`src/hw/rtl/qla_pkg.sv`:
```
package qla_pkg;

    localparam int OUT_W      = 16;
    localparam int FRAC_BITS  = 28;
    localparam int SCALE_W    = 15;
    localparam int N_STAGES   = 10;

    // widths of the exact intermediate sums that get truncated
    localparam int LIN_NUM_W  = 51;
    localparam int WD_W       = 54;

    localparam logic [SCALE_W-1:0]     GRAVITY_SCALE_RESET = 15'd970;
    localparam logic signed [OUT_W-1:0] SAT_MAX = 16'sh7fff;
    localparam logic signed [OUT_W-1:0] SAT_MIN = 16'sh8000;

    typedef logic signed [OUT_W-1:0] t_sample;

endpackage

```
`src/hw/rtl/qla_trunc_sat.sv`:
```
module qla_trunc_sat
    import qla_pkg::*;
#(
    parameter int IN_W = LIN_NUM_W
) (
    input  logic signed [IN_W-1:0] i_num,
    output t_sample                o_val,
    output logic                   o_clip
);

    localparam int Q_W = IN_W + 1 - FRAC_BITS;
    localparam logic signed [IN_W:0] BIAS = (IN_W+1)'((64'd1 << FRAC_BITS) - 64'd1);

    logic signed [IN_W:0]  biased;
    logic signed [Q_W-1:0] quot;
    logic                  ovf;

    always_comb begin
        // bias negative values so the arithmetic shift rounds toward zero
        biased = (IN_W+1)'(i_num) + (i_num[IN_W-1] ? BIAS : '0);
        quot   = biased[IN_W:FRAC_BITS];
        ovf    = !((&quot[Q_W-1:OUT_W-1]) || !(|quot[Q_W-1:OUT_W-1]));
        if (ovf) begin
            o_val = quot[Q_W-1] ? SAT_MIN : SAT_MAX;
        end else begin
            o_val = quot[OUT_W-1:0];
        end
        o_clip = ovf;
    end

endmodule

```
`config.mk`:
```
export PLATFORM = sky130hd
export DESIGN_NAME = qla_trunc_sat
export DESIGN_NICKNAME = d
export VERILOG_FILES = /design/src/hw/rtl/qla_pkg.sv /design/src/hw/rtl/qla_trunc_sat.sv
export SDC_FILE = /design/constraint.sdc
export NUM_CORES = 1
export LEC_CHECK = 0
export CAP_MARGIN = 20
export CELL_PAD_IN_SITES_DETAIL_PLACEMENT = 0
export CELL_PAD_IN_SITES_GLOBAL_PLACEMENT = 1
export CORE_MARGIN = 1
export CORE_UTILIZATION = 26
export DETAILED_ROUTE_END_ITERATION = 10
export DONT_BUFFER_PORTS = 1
export GPL_ROUTABILITY_DRIVEN = 0
export PLACE_DENSITY_LB_ADDON = 0.1
export SLEW_MARGIN = 25
export SYNTH_ARGS = -nofsm -noshare
export SYNTH_HDL_FRONTEND = slang
export SYNTH_SLANG_ARGS = --single-unit
```
`constraint.sdc`:
```
create_clock -name vclk -period 4.3
set_input_delay 0.645 -clock vclk [all_inputs]
set_output_delay 0.645 -clock vclk [all_outputs]
set_load 0.01 [all_outputs]
```
==> metrics.txt <==
die area 5660 sq um; crit share post-route 97.5%; I/O pin cnt 68; Routed WL per cell 14.8 um; crit start category input pin; Total GRT Usage 13.2%; post-synthesis sequential area ratio 0%; syn_nets 271; Mapped Area 1390 sq um; power per cell area 85.2 nW/um^2; seq_cells 0; GRT Residual Overflow 0; Tightest Hold Check Type input pin to output pin; Distinct cells, synth 42; worst-path fanout max 8; Synth area leader ha_1; Post-Synthesis Cells 193; final hold violation count 0; Fillers 568; Data arrival, critical path 3.55 ns; Final TNS setup 0 ns; clkbuf count 0; initial antenna violation count 0; Final setup viols 0; multi-input logic area 1460 sq um; post-route ant nets 0; RSZ-0062 raised after global routing false; Slew Limit Headroom 70.3%; Critical Path RT 3.65 ns; Synth top area share 24.2%; Die Span Y 75.2 um; # port buffers 0; Hold-fix buffers, CTS 0; most frequent cells after synthesis ha_1 (27), nand3_1 (14); first-pass GRT wire length 6080 um; # rows 26; Routed WL 4110 um; Slew @ Worst Pin 0.442 ns; DR pass1 iterations 4; Initial Util 27.1%; Tmin final 4.19 ns; Area Overhead vs Synth 25.4%; share of cells above drive strength 1 19.8%; ranking of synthesized cells by area ha_1 (24%), xor2_1 (8.2%), o22ai_1 (5.8%); Final Power 149 uW; synth warn 0; Die Wd 75.2 um; routed via count 1,539; Setup crit end kind output pin; most frequent cell after synthesis ha_1; Max Cap Viol 0; Synth Area per Inst 7.22 sq um; Nets 287; critical path class input pin to output pin; Fmax 239 MHz; leakage 0.673 nW; Max VDD drop 32.2 uV; DRT iter0 DRCs 64; Final Max Tran Viols 0; largest net degree at the start of global routing 31; Register Area 0 sq um; antenna diode count 0; Via density 5.56; Final HPWL DP 3490 um; drt drc 0; status complete, no violations; vias in the first global route 1,410; CORE AREA 5140 sq um
==> power breakdown <==
group | total (mW) | internal [mW] | switching [mW]
combinational | 0.149 | 0.0710 | 0.0779
sequential | 0 | 0 | 0
clock | 0 | 0 | 0
==> path summary, 6_finish.rpt <==
path        end  startpoint  cells past startpoint  slack (ns)
min   o_val[10]   i_num[38]                      2        1.48
max    o_val[2]   i_num[22]                     11        0.11
==> layout make-up <==
cell class / instances / share of cell area [%]
multi-input combinational: 182 / 83.4
tap: 70 / 5.01
inverter: 6 / 1.29
timing repair buffer: 19 / 10.3
==> stage by stage <==
stage	cells	hold slack [ns]	setup WS, ns	utilization, %	cell area (sq um)
2_1_floorplan	193	1.48	0.0748	-	1390
6_report	277	1.48	0.108	34.0	1750
5_1_grt	277	1.50	0.00895	34.0	1750
3_5_place_dp	275	1.49	-0.0313	31.0	1590
3_3_place_gp	275	1.50	0.0395	31.0	1590
4_1_cts	276	1.49	0.00863	33.8	1740
==> cells by family after synthesis <==
family          after synthesis  synth area share, %
simple gates                 66                 25.3
buf+inv                      11                 3.59
mux                           4                 2.96
xor+xnor                     15                 9.43
compound gates               70                 34.5
fa+ha+maj                    27                 24.2
==> what timing repair did <==
action	in CTS	in global routing
cloned	1	0
setup buffers	0	1
gates resized for setup	13	1
setup endpoints to repair	4	12
pin swaps	4	3
==> worst max-delay path, cell delays in order <==
cell and delay, ns:
ha_1 0.29, nand2_1 0.09, or4_4 0.54, or4_4 0.44
o22ai_4 0.19, nor2_2 0.06, or3_4 0.40, a2111oi_4 0.33
buf_4 0.18, bufbuf_16 0.27, o22ai_2 0.09
==> cells in the final DEF (no fill, tap or decap), drive strengths merged, types with 2 or more instances in the layout <==
master,Yosys,routed
buf,2,18
inv,6,6
nor2,14,14
ha,27,27
a21oi,14,14
o22ai,14,14
nand2b,2,2
or4,2,2
o211ai,3,3
nand4,10,10
o32ai,3,3
xnor2,2,2
and3,3,3
nor3,5,5
nand2,8,8
o21ai,16,16
nand3,14,14
xor2,13,13
a31oi,3,3
nor2b,2,2
mux2i,3,3
a211oi,3,3
a21o,5,5
and2,4,4
==> metal layers <==
| layer | global-route usage, % | wire length [um] | vias to the layer above | share of wire (%) |
|---|---|---|---|---|
| met3 | 1.61 | 257 | 0 | 6.3 |
| met4 | 0 | 0 | 0 | 0 |
| met5 | 0 | 0 | - | 0 |
| met1 | 16.9 | 1830 | 699 | 44 |
| li1 | - | - | 793 | - |
| met2 | 24.9 | 2020 | 47 | 49 |
No activity file was read; power rests on OpenSTA's default activity.
